[src/sv/ctcpq_pkg.sv]
// ---------------------------------------------------------------------------
// ctcpq_pkg: shared types and constants of the CTCP quoting codec
// Byte codes, status codes, item and result records, and the result list
// passed from the engine to the output drain.
// ---------------------------------------------------------------------------
`default_nettype none

package ctcpq_pkg;

    // Byte codes of the quoting scheme.
    localparam logic [7:0] MARK_BYTE = 8'h01;
    localparam logic [7:0] ESC_BYTE  = 8'h10;
    localparam logic [7:0] NUL_BYTE  = 8'h00;
    localparam logic [7:0] LF_BYTE   = 8'h0A;
    localparam logic [7:0] CR_BYTE   = 8'h0D;
    localparam logic [7:0] CHR_ZERO  = 8'h30;
    localparam logic [7:0] CHR_N     = 8'h6E;
    localparam logic [7:0] CHR_R     = 8'h72;

    // Largest number of results that one input transaction can cause.
    localparam int MAX_RESULTS = 4;
    localparam int CNT_W       = $clog2(MAX_RESULTS + 1);

    typedef enum logic {
        FUNC_DECODE = 1'b0,
        FUNC_ENCODE = 1'b1
    } t_func;

    typedef enum logic [1:0] {
        ST_OK       = 2'd0,
        ST_NO_START = 2'd1,
        ST_NO_END   = 2'd2
    } t_status;

    typedef struct packed {
        logic       func;
        logic [7:0] data_byte;
        logic       first_byte;
        logic       last_byte;
    } t_item;

    typedef struct packed {
        logic [7:0] out_byte;
        logic       byte_valid;
        logic       run_last;
        logic       message_done;
        logic [1:0] status;
    } t_result;

    // Results caused by one input transaction, entry 0 first.
    typedef struct packed {
        t_result [MAX_RESULTS-1:0] ent;
        logic    [CNT_W-1:0]       count;
    } t_burst;

    // Decoder state carried from one byte to the next.
    typedef struct packed {
        logic escape_pending;
        logic decode_stopped;
        logic start_missing;
    } t_dec_state;

    function automatic t_result mk_result(logic [7:0] b, logic valid, logic done,
                                          t_status st);
        t_result r;
        r.out_byte     = b;
        r.byte_valid   = valid;
        r.run_last     = 1'b0;
        r.message_done = done;
        r.status       = st;
        return r;
    endfunction

endpackage

`default_nettype wire

[src/sv/ctcpq_if.sv]
// ---------------------------------------------------------------------------
// ctcpq_if: valid/ready channels of the CTCP quoting codec
// One channel for message bytes going in, one for produced results.
// ---------------------------------------------------------------------------
`default_nettype none

interface ctcpq_in_if;
    logic       valid;
    logic       ready;
    logic       func;
    logic [7:0] data_byte;
    logic       first_byte;
    logic       last_byte;

    modport source (output valid, func, data_byte, first_byte, last_byte, input ready);
    modport sink   (input valid, func, data_byte, first_byte, last_byte, output ready);
endinterface

interface ctcpq_out_if;
    logic       valid;
    logic       ready;
    logic [7:0] out_byte;
    logic       byte_valid;
    logic       run_last;
    logic       message_done;
    logic [1:0] status;

    modport source (output valid, out_byte, byte_valid, run_last, message_done, status,
                    input ready);
    modport sink   (input valid, out_byte, byte_valid, run_last, message_done, status,
                    output ready);
endinterface

`default_nettype wire

[src/sv/ctcpq_engine.sv]
// ---------------------------------------------------------------------------
// ctcpq_engine: per-byte encode/decode logic and decoder state
// Turns one accepted byte into its list of results and updates the decoder
// state registers on each accepted transaction.
// ---------------------------------------------------------------------------
`default_nettype none

module ctcpq_engine (
    input  wire                     i_clk,
    input  wire                     i_rst_n,
    input  wire                     i_accept,
    input  ctcpq_pkg::t_item        i_item,
    output ctcpq_pkg::t_burst       o_burst,
    output ctcpq_pkg::t_dec_state   o_state
);
    import ctcpq_pkg::*;

    t_dec_state r_state;
    t_dec_state n_state;

    // Build the result list for the incoming byte.
    always_comb begin
        t_dec_state          st;
        t_burst              b;
        logic [CNT_W-1:0]    k;
        logic [CNT_W-1:0]    k_last;
        logic                esc;
        logic [7:0]          e;
        logic                prod;
        logic [7:0]          v;
        t_status             code;

        st     = r_state;
        b      = '0;
        k      = '0;
        esc    = 1'b1;
        e      = '0;
        prod   = 1'b0;
        v      = '0;
        code   = ST_OK;
        k_last = '0;

        if (t_func'(i_item.func) == FUNC_ENCODE) begin
            // Encode: opening marker, byte or escape pair, closing marker.
            if (i_item.first_byte) begin
                b.ent[k[1:0]] = mk_result(MARK_BYTE, 1'b1, 1'b0, ST_OK);
                k = k + 1'b1;
            end
            case (i_item.data_byte)
                NUL_BYTE: e = CHR_ZERO;
                LF_BYTE:  e = CHR_N;
                CR_BYTE:  e = CHR_R;
                ESC_BYTE: e = ESC_BYTE;
                default:  esc = 1'b0;
            endcase
            if (esc) begin
                b.ent[k[1:0]] = mk_result(ESC_BYTE, 1'b1, 1'b0, ST_OK);
                k = k + 1'b1;
                b.ent[k[1:0]] = mk_result(e, 1'b1, 1'b0, ST_OK);
                k = k + 1'b1;
            end else begin
                b.ent[k[1:0]] = mk_result(i_item.data_byte, 1'b1, 1'b0, ST_OK);
                k = k + 1'b1;
            end
            if (i_item.last_byte) begin
                b.ent[k[1:0]] = mk_result(MARK_BYTE, 1'b1, 1'b1, ST_OK);
                k = k + 1'b1;
            end
        end else begin
            // Decode: a first byte restarts the state and checks the marker.
            if (i_item.first_byte) begin
                st.escape_pending = 1'b0;
                st.decode_stopped = 1'b0;
                st.start_missing  = (i_item.data_byte != MARK_BYTE);
            end
            // A marker on the first or last byte is framing, not content.
            if (!(i_item.data_byte == MARK_BYTE && (i_item.first_byte || i_item.last_byte))
                && !st.decode_stopped) begin
                if (st.escape_pending) begin
                    st.escape_pending = 1'b0;
                    prod = 1'b1;
                    case (i_item.data_byte)
                        CHR_ZERO: v = NUL_BYTE;
                        CHR_N:    v = LF_BYTE;
                        CHR_R:    v = CR_BYTE;
                        ESC_BYTE: v = ESC_BYTE;
                        default:  prod = 1'b0;
                    endcase
                end else if (i_item.data_byte <= MARK_BYTE) begin
                    st.decode_stopped = 1'b1;
                end else if (i_item.data_byte == ESC_BYTE) begin
                    st.escape_pending = 1'b1;
                end else begin
                    prod = 1'b1;
                    v    = i_item.data_byte;
                end
            end
            if (prod) begin
                b.ent[k[1:0]] = mk_result(v, 1'b1, 1'b0, ST_OK);
                k = k + 1'b1;
            end
            // Last byte: one status result, then the state is cleared.
            if (i_item.last_byte) begin
                if (st.start_missing) begin
                    code = ST_NO_START;
                end else if (i_item.data_byte != MARK_BYTE) begin
                    code = ST_NO_END;
                end
                b.ent[k[1:0]] = mk_result(NUL_BYTE, 1'b0, 1'b1, code);
                k = k + 1'b1;
                st = '0;
            end
        end

        // Flag the final result of this transaction.
        if (k != '0) begin
            k_last = k - 1'b1;
            b.ent[k_last[1:0]].run_last = 1'b1;
        end
        b.count = k;

        o_burst = b;
        n_state = st;
    end

    // Decoder state register; encode transactions leave it unchanged.
    always_ff @(posedge i_clk) begin
        if (!i_rst_n) begin
            r_state <= '0;
        end else if (i_accept) begin
            r_state <= n_state;
        end
    end

    assign o_state = r_state;

endmodule

`default_nettype wire

[src/sv/ctcpq_drain.sv]
// ---------------------------------------------------------------------------
// ctcpq_drain: result buffer and output register
// Holds the results of one transaction and moves them one per cycle, while the
// output is read, into the output register, which frees the buffer while a result waits.
// ---------------------------------------------------------------------------
`default_nettype none

module ctcpq_drain (
    input  wire                          i_clk,
    input  wire                          i_rst_n,
    input  wire                          i_load,
    input  ctcpq_pkg::t_burst            i_burst,
    output logic                         o_can_load,
    output logic [ctcpq_pkg::CNT_W-1:0]  o_count,
    ctcpq_out_if.source                  o_result
);
    import ctcpq_pkg::*;

    t_result [MAX_RESULTS-1:0] r_ent;
    logic    [CNT_W-1:0]       r_cnt;
    t_result                   r_out;
    logic                      r_out_valid;
    logic                      out_free;
    logic                      pop;

    // The output register takes a new result when empty or being read.
    assign out_free   = !r_out_valid || o_result.ready;
    assign pop        = (r_cnt != '0) && out_free;
    assign o_can_load = (r_cnt == '0) || (r_cnt == CNT_W'(1) && pop);
    assign o_count    = r_cnt;

    // Buffer: load a whole list, or shift one entry out toward the head.
    always_ff @(posedge i_clk) begin
        if (!i_rst_n) begin
            r_cnt <= '0;
        end else if (i_load) begin
            r_cnt <= i_burst.count;
        end else if (pop) begin
            r_cnt <= r_cnt - 1'b1;
        end
    end

    always_ff @(posedge i_clk) begin
        if (i_load) begin
            r_ent <= i_burst.ent;
        end else if (pop) begin
            for (int i = 0; i < MAX_RESULTS - 1; i++) begin
                r_ent[i] <= r_ent[i+1];
            end
        end
    end

    // Output register.
    always_ff @(posedge i_clk) begin
        if (!i_rst_n) begin
            r_out_valid <= 1'b0;
        end else if (out_free) begin
            r_out_valid <= pop;
        end
    end

    always_ff @(posedge i_clk) begin
        if (pop) begin
            r_out <= r_ent[0];
        end
    end

    assign o_result.valid        = r_out_valid;
    assign o_result.out_byte     = r_out.out_byte;
    assign o_result.byte_valid   = r_out.byte_valid;
    assign o_result.run_last     = r_out.run_last;
    assign o_result.message_done = r_out.message_done;
    assign o_result.status       = r_out.status;

endmodule

`default_nettype wire

[src/sv/ctcp_quote_codec.sv]
// One input transaction is one message byte; func selects encoding (0x01 framing
// and 0x10 escapes) or decoding (marker check, escape removal, end-of-message
// status). An input transaction that causes at most one result is taken every
// cycle while the output is read; one that causes more results (up to four when
// encoding a first-and-last escaped byte) holds the input until the result
// buffer has drained into the single output register, one result per cycle
// while the output is read. The first result of a transaction goes through the
// result buffer and then the output register, and the rest follow in order.
// Decode items that cause no result do not hold the input.
// ---------------------------------------------------------------------------
// ctcp_quote_codec: CTCP low-level quoting encoder and decoder
// Top level: byte engine with decoder state, result buffer and output register.
// ---------------------------------------------------------------------------
`default_nettype none

module ctcp_quote_codec (
    input  wire          i_clk,
    input  wire          i_rst_n,
    ctcpq_in_if.sink     i_item,
    ctcpq_out_if.source  o_result
);
    import ctcpq_pkg::*;

    t_item              item;
    t_burst             burst;
    t_dec_state         dec_state;
    logic               accept;
    logic               can_load;
    logic [CNT_W-1:0]   buf_count;

    assign item.func       = i_item.func;
    assign item.data_byte  = i_item.data_byte;
    assign item.first_byte = i_item.first_byte;
    assign item.last_byte  = i_item.last_byte;

    assign i_item.ready = can_load;
    assign accept       = i_item.valid && can_load;

    // Encode/decode of the accepted byte.
    ctcpq_engine u_engine (
        .i_clk    (i_clk),
        .i_rst_n  (i_rst_n),
        .i_accept (accept),
        .i_item   (item),
        .o_burst  (burst),
        .o_state  (dec_state)
    );

    // Result buffer and output register.
    ctcpq_drain u_drain (
        .i_clk      (i_clk),
        .i_rst_n    (i_rst_n),
        .i_load     (accept),
        .i_burst    (burst),
        .o_can_load (can_load),
        .o_count    (buf_count),
        .o_result   (o_result)
    );

    // The buffer never holds more than one transaction's results.
    a_count_bound: assert property (@(posedge i_clk) disable iff (!i_rst_n)
        buf_count <= CNT_W'(MAX_RESULTS))
        else $error("result buffer count out of range");

    // A decoded message end clears all decoder state.
    a_dec_clear: assert property (@(posedge i_clk) disable iff (!i_rst_n)
        (accept && t_func'(i_item.func) == FUNC_DECODE && i_item.last_byte)
        |=> (dec_state == '0))
        else $error("decoder state not cleared at message end");

    // A status-only result closes the message and ends its transaction.
    a_status_result: assert property (@(posedge i_clk) disable iff (!i_rst_n)
        (o_result.valid && !o_result.byte_valid)
        |-> (o_result.message_done && o_result.run_last))
        else $error("status result without message end");

    // A nonzero status only travels on a status-only result.
    a_status_only: assert property (@(posedge i_clk) disable iff (!i_rst_n)
        (o_result.valid && o_result.status != ST_OK) |-> !o_result.byte_valid)
        else $error("status set on a data byte");

endmodule

`default_nettype wire

[src/flat_wrapper.sv]
// flat-port wrapper written by rule: the top's interface ports become plain ports
module ctcp_quote_codec_flat import ctcpq_pkg::*;
  (i_clk, i_rst_n, i_item_valid, i_item_func, i_item_data_byte, i_item_first_byte, i_item_last_byte, i_item_ready, o_result_valid, o_result_out_byte, o_result_byte_valid, o_result_run_last, o_result_message_done, o_result_status, o_result_ready);
  ctcpq_in_if i_item_i ();
  ctcpq_out_if o_result_i ();
  input  wire i_clk;
  input  wire i_rst_n;
  input wire logic [$bits(i_item_i.valid)-1:0] i_item_valid;
  input wire logic [$bits(i_item_i.func)-1:0] i_item_func;
  input wire logic [$bits(i_item_i.data_byte)-1:0] i_item_data_byte;
  input wire logic [$bits(i_item_i.first_byte)-1:0] i_item_first_byte;
  input wire logic [$bits(i_item_i.last_byte)-1:0] i_item_last_byte;
  output wire logic [$bits(i_item_i.ready)-1:0] i_item_ready;
  output wire logic [$bits(o_result_i.valid)-1:0] o_result_valid;
  output wire logic [$bits(o_result_i.out_byte)-1:0] o_result_out_byte;
  output wire logic [$bits(o_result_i.byte_valid)-1:0] o_result_byte_valid;
  output wire logic [$bits(o_result_i.run_last)-1:0] o_result_run_last;
  output wire logic [$bits(o_result_i.message_done)-1:0] o_result_message_done;
  output wire logic [$bits(o_result_i.status)-1:0] o_result_status;
  input wire logic [$bits(o_result_i.ready)-1:0] o_result_ready;
  assign i_item_i.valid = i_item_valid;
  assign i_item_i.func = i_item_func;
  assign i_item_i.data_byte = i_item_data_byte;
  assign i_item_i.first_byte = i_item_first_byte;
  assign i_item_i.last_byte = i_item_last_byte;
  assign i_item_ready = i_item_i.ready;
  assign o_result_valid = o_result_i.valid;
  assign o_result_out_byte = o_result_i.out_byte;
  assign o_result_byte_valid = o_result_i.byte_valid;
  assign o_result_run_last = o_result_i.run_last;
  assign o_result_message_done = o_result_i.message_done;
  assign o_result_status = o_result_i.status;
  assign o_result_i.ready = o_result_ready;
  ctcp_quote_codec u_core (.i_clk(i_clk), .i_rst_n(i_rst_n), .i_item(i_item_i), .o_result(o_result_i));
endmodule
[config.mk]
export PLATFORM = sky130hd
export DESIGN_NAME = ctcp_quote_codec_flat
export DESIGN_NICKNAME = d
export VERILOG_FILES = /design/src/sv/ctcpq_pkg.sv /design/src/sv/ctcpq_if.sv /design/src/sv/ctcpq_engine.sv /design/src/sv/ctcpq_drain.sv /design/src/sv/ctcp_quote_codec.sv /design/src/flat_wrapper.sv
export SDC_FILE = /design/constraint.sdc
export NUM_CORES = 1
export LEC_CHECK = 0
export BUFFER_PORTS_ARGS = -buffer_cell sky130_fd_sc_hd__buf_2
export CORE_MARGIN = 8
export CORE_UTILIZATION = 45
export CTS_CLUSTER_DIAMETER = 120
export DETAILED_ROUTE_END_ITERATION = 7
export GPL_TIMING_DRIVEN = 0
export HOLD_SLACK_MARGIN = 0.1
export PLACE_DENSITY = 0.69
export SLEW_MARGIN = 10
export SYNTH_ARGS = -nofsm -noshare
export SYNTH_HDL_FRONTEND = slang
export SYNTH_SLANG_ARGS = --single-unit
export TNS_END_PERCENT = 30
[constraint.sdc]
create_clock -name i_clk -period 7.8 [get_ports i_clk]
set_clock_uncertainty 0.15 [all_clocks]
set_input_delay 1.56 -clock i_clk [delete_from_list [all_inputs] [get_ports i_clk]]
set_output_delay 1.56 -clock i_clk [all_outputs]
set_load 0.005 [all_outputs]
# Yosys cells after proc, flatten, opt, wreduce, memory -nomap -nowiden
# Cells that the tools add are included.
# totals
reg_bits	72
in_bits	15
out_inout_bits	15
word_cells	152
# classes
add_sub_neg	6
n_lt_le_gt_ge	11
eq_ne	9
muxes	65
bitwise	7
reduce_logical	24
# ops
op	count
two-way mux 52 bit	6
bitwise mux 52 bit	4
demux 13 bit (select 2 bit)	5
two-way mux 13 bit	7
two-way mux 39 bit	2
bitwise AND 11 x 44 -> 44 bit	1
NOT 44 bit	1
bitwise AND 40 bit	1
two-way mux 8 bit	5
NOT 40 bit	1
two-way mux 3 bit	12
case mux 7 bit (4 select lines)	1
== test 8 x 4 -> 1 bit (second input constant)	2
== test 8 x 7 -> 1 bit (second input constant)	2
less-than comparator 2 x 3 -> 1 bit (second input constant)	5
two-way mux 1 bit	15
case mux 5 bit (3 select lines)	1
adder 3 x 1 -> 3 bit (second input constant)	4
bitwise OR 12 bit	1
>= comparator 2 x 1 -> 1 bit (second input constant)	5
logical AND 1 bit	10
two-way mux 2 bit	5
== test 8 x 1 -> 1 bit (second input constant)	1
== test 8 x 5 -> 1 bit (second input constant)	1
18 further kinds	24

# Logic depth before layout (Yosys ltp)
# logic_depth
word_depth	20
ltp_mapped	11
mapped_depth_nobuf	10

# Hierarchy
# A second synthesis with hierarchy kept.
# unflattened
hier_cells	321
hier_area_um2	4121.5
# modules_own_cells
mod	instances	cells_each	area_per_inst_um2
ctcpq_drain	1	140	2885.3
ctcpq_engine	1	180	1229.9
ctcp_quote_codec	1	1	6.3

# Least setup slack after synthesis
# Ideal clock, no wire load.
# synth_timing
path_type	input -> register
start	input port o_result_ready
end	register u_core.u_drain.r_ent[0] (netlist name), enable pin
setup_time_ns	0.469
t_arrival_ns	3.969
required_time_ns	7.181
setup_slack_ns	3.212
path_stages	2
path_buffers	0
cell_sequence	nor2b_1 -> o21ai_0
# synth_between
elab_chain_cells	6
# synth_lines
item	line_no	source
from (decl)	flat_wrapper.sv:20	input wire logic [$bits(o_result_i.ready)-1:0] o_result_ready;
logical OR 1 bit *	ctcpq_drain.sv:27	assign out_free = !r_out_valid || o_result.ready;
logical AND 1 bit *	ctcpq_drain.sv:28	assign pop = (r_cnt != '0) && out_free;
logical AND 1 bit	ctcpq_drain.sv:29	assign o_can_load = (r_cnt == '0) || (r_cnt == CNT_W'(1) && pop);
logical OR 1 bit	ctcpq_drain.sv:29	
logical AND 1 bit	ctcp_quote_codec.sv:37	assign accept = i_item.valid && can_load;
nonzero test 2 bit (no line) *	--	
to (signal assigned)	ctcpq_drain.sv:45	r_ent <= i_burst.ent;
to (signal, indexed assignment)	ctcpq_drain.sv:48	r_ent[i] <= r_ent[i+1];
to (decl)	ctcpq_drain.sv:19	t_result [MAX_RESULTS-1:0] r_ent;
# Mark *: on every way between the ends. The rest lies on a longest branch, timed or not.
# A chain may end at the register's enable or synchronous reset.

# Worst setup path after layout
# layout_timing
start	input port o_result_ready
end	output port i_item_ready
# layout_between
elab_chain_cells	4
# layout_lines
item	line_no	source
logical OR 1 bit	ctcpq_drain.sv:27	
logical AND 1 bit	ctcpq_drain.sv:28	
logical AND 1 bit	ctcpq_drain.sv:29	
logical OR 1 bit	ctcpq_drain.sv:29	
to (decl)	flat_wrapper.sv:13	output wire logic [$bits(i_item_i.ready)-1:0] i_item_ready;
# No other way between the ends.

==> results.sh <==
export IMPL_drc=0
export IMPL_io_pins=30
export IMPL_fmaxAchievable_mhz=240
export IMPL_clkPwrFrac=0.162
export IMPL_cts_path_max_buffers=2
export IMPL_r2r_slack_ps=4850
export IMPL_final_nets=329
export IMPL_grt_use_met3=0.0265
export IMPL_maxSlewViolCount=0
export IMPL_dr_pass1_iters=4
export IMPL_pwr_share_comb=0.348
export IMPL_clk_pin_slew_worst_paths_ps=90
export IMPL_worst_pin_slew_ps=854
export IMPL_post_drt_wl_per_cell_um=16.4
export IMPL_synthesis_nets=295
export IMPL_hold_end="u_core.u_drain.o_result.out_byte[5]"
export IMPL_antenna_found_initial=0
export IMPL_num_antenna_cells=0
export IMPL_synth_top_flop_cell="edfxtp_1"
export IMPL_grt_pass1_vias=2073
export IMPL_core_um2=6280
export IMPL_synth_seq_cells=55
export IMPL_synth_most_common_cell="edfxtp_1"
export IMPL_fin_crit_sh=0.533
export IMPL_die_w_um=95.9
export IMPL_ys_warn_count=0
export IMPL_finalHoldViolations=0
export IMPL_p_int_uw=782
export IMPL_rr_worst_depth=9
export IMPL_die_h_um=95.9
export IMPL_use_met2=0.221
export IMPL_cts_max_level=2
export IMPL_syn_inst=272
export IMPL_vias=2211
export IMPL_avgSynthCellArea_um2=10.6
export IMPL_use_met1=0.195
export IMPL_grt_most_used_layer="met2"
export IMPL_drt_initial_drc_count=194
export IMPL_critical_path_class="in2out"
export IMPL_totalWireLength_um=6290
export IMPL_netlist_area_um2=2870
export IMPL_synth_seq_area_share=0.551
export IMPL_synth_area_leaders="edfxtp_1 (50%), dfxtp_1 (4.9%), nand2_1 (4.8%)"
export IMPL_initial_utilization=0.457
export IMPL_yosys_area_top_type="edfxtp_1"
export IMPL_r2r_end="u_core.u_drain.r_ent[11]"
export IMPL_required_ps=6090
export IMPL_design_area_um2=3250
export IMPL_synthTopCellsByCount="edfxtp_1 (48), nand2_1 (37), nor2_1 (21)"
export IMPL_grt_ovfl_total=0
export IMPL_vdd_drop_max_mv=0.160
export IMPL_antenna_left=0
export IMPL_status="complete, no violations"
export IMPL_synth_edf_count=48
export IMPL_place_congestion=0.949
export IMPL_r2r_start="u_core.u_drain.o_count[0]"
export IMPL_seqCellArea_um2=1580
export IMPL_netlist_area_leader_share=0.502
export IMPL_post_cts_setup_buffer_count=0
export IMPL_place_hpwl_um=4620
export IMPL_sequentialPowerShare=0.490
export IMPL_cellPowerDensity_nw_per_um2=359
export IMPL_drive_above_1_share=0.163
export IMPL_critPathArrivalTime_ps=2450
export IMPL_power_switching_uw=385
export IMPL_maxCapViolations=0
export IMPL_path_buf_inv=3
export IMPL_rsz0062_at_grt="no"
export IMPL_grt_pass1_wl_um=10400
export IMPL_critical_path_slowest_cell="a31oi_1"
export IMPL_cts_tree="done"
export IMPL_cts_sinks=55
export IMPL_drt_vias_per_instance=5.76
export IMPL_switching_share=0.330
export IMPL_hp_class="reg2reg"
export IMPL_worstHoldPathCells=0
export IMPL_path_cells="buf_2, nand2b_1, a31oi_1, inv_2, buf_2"
export IMPL_path_delay_family="compound AO/OA/AOI/OAI gates"
export IMPL_setup_viol_count_final=0
export IMPL_hold_start="u_core.u_drain.r_ent[10]"
export IMPL_cts_buffers_inserted=5
export IMPL_num_rows=29
export IMPL_clockRootBuffer="clkbuf_8"
export IMPL_async_flop_share=0
export IMPL_die_area_um2=9190
export IMPL_grtUsageTotal=0.145
export IMPL_crit_path_start_kind="input port"
export IMPL_grt_start_max_net_pins=23
export IMPL_max_stage_delay_ps=380
export IMPL_path_common_cell="buf_2"
export IMPL_areaGrowthSynthToFinish_pct=13.2
export IMPL_timing_slew_headroom=0.430
export IMPL_fin_setup_tns_ps=0
export IMPL_fillCellCount=559
export IMPL_place_area_um2=3140
export IMPL_post_route_min_period_ps=4160
export IMPL_p_leak_uw=0.00124
export IMPL_hold_buffers=0
export IMPL_multi_input_area_um2=1190
export IMPL_yosysUniqueCellTypes=58
export IMPL_io_buffers=26
export IMPL_endpoint_kind="primary output"
export IMPL_cts_resized=0
export IMPL_clkLatencyLatePin_ps=310
export IMPL_cp_max_fo=4
==> power groups by stage <==
| stage | sequential (µW) | combinational, µW | clock (µW) |
|---|---|---|---|
| detailed placement | 579 | 409 | 0 |
| global placement | 592 | 366 | 0 |
| global route | 586 | 453 | 203 |
| floorplan | 591 | 240 | 0 |
| CTS | 573 | 411 | 193 |
| finish | 572 | 406 | 188 |
==> kinds of logic after synthesis <==
group	synth area share
adders and majority gates	0.0349
buffers and inverters	0.0388
muxes	0.00349
and+or+nand+nor	0.204
AOI/OAI and AO/OA	0.159
xor gates and xnor gates	0.00915
DFF	0.551
==> worst max-delay path by stage <==
stage,from,endpoint,cells after the start
6_report,o_result_ready,i_item_ready,5
5_1_grt,o_result_ready,i_item_ready,5
4_1_cts,o_result_ready,i_item_ready,5
3_5_place_dp,i_item_data_byte[7],u_core.u_drain.r_ent[3],12
3_3_place_gp,o_result_ready,u_core.u_drain.r_ent[11],3
2_1_floorplan,o_result_ready,u_core.u_drain.r_ent[0],2
==> metrics by stage <==
step | hold WS, ps | total power [µW] | setup WS [ps] | util | instances
final | 276 | 1170 | 3640 | 0.518 | 384
after global placement | 252 | 959 | 2090 | 0.494 | 375
after global routing | 283 | 1240 | 3550 | 0.518 | 384
after floorplan | 250 | 830 | 3210 | - | 272
after detailed placement | 255 | 989 | 3570 | 0.500 | 376
after CTS | 276 | 1180 | 3640 | 0.518 | 384
==> cells in the final DEF (no fill, tap or decap), types with 3 or more instances in the layout <==
master and instances:
a21oi_1 4, dfxtp_1 7, a22o_1 4, edfxtp_1 48, nor4_1 3, a21boi_0 3
nor3b_1 3, ha_1 8, buf_2 31, o31ai_1 5, and2_1 4, nor2_1 20
nor2b_1 8, nand3_1 5, a31oi_1 3, nand2_1 37, nand4_1 9, nand2b_1 4
o21ai_1 6, a21boi_1 5, inv_1 8, clkbuf_8 5, clkbuf_1 8, and3_1 5
nor3_1 4, xnor2_1 3, o21ai_0 13
==> state kept, by name, summed over array words and instances, names as in the netlist <==
name / cells
u_core.u_drain.o_result.out_byte: 8
u_core.u_drain.o_result.status: 2
u_core.u_drain.o_result.message_done: 1
u_core.u_drain.r_ent: 35
u_core.u_drain.o_result.run_last: 1
u_core.u_engine.o_state: 3
u_core.u_drain.o_count: 3
u_core.u_drain.o_result.byte_valid: 1
u_core.u_drain.o_result.valid: 1
==> metal layers <==
metal  up-vias  routed length, µm
met5         -                  0
met1      1032               2780
li1       1080                  -
met3        12                516
met2        87               2860
met4         0                138
==> layout make-up <==
class | count | area share
Clock buffer | 5 | 0.0212
Sequential cell | 55 | 0.487
Inverter | 10 | 0.0115
Buffer | 16 | 0.0227
Timing Repair Buffer | 27 | 0.0485
Multi-Input combinational cell | 191 | 0.367
Clock inverter | 3 | 0.0131
Tap cell | 77 | 0.0296
(Power assumes the default switching activity.)
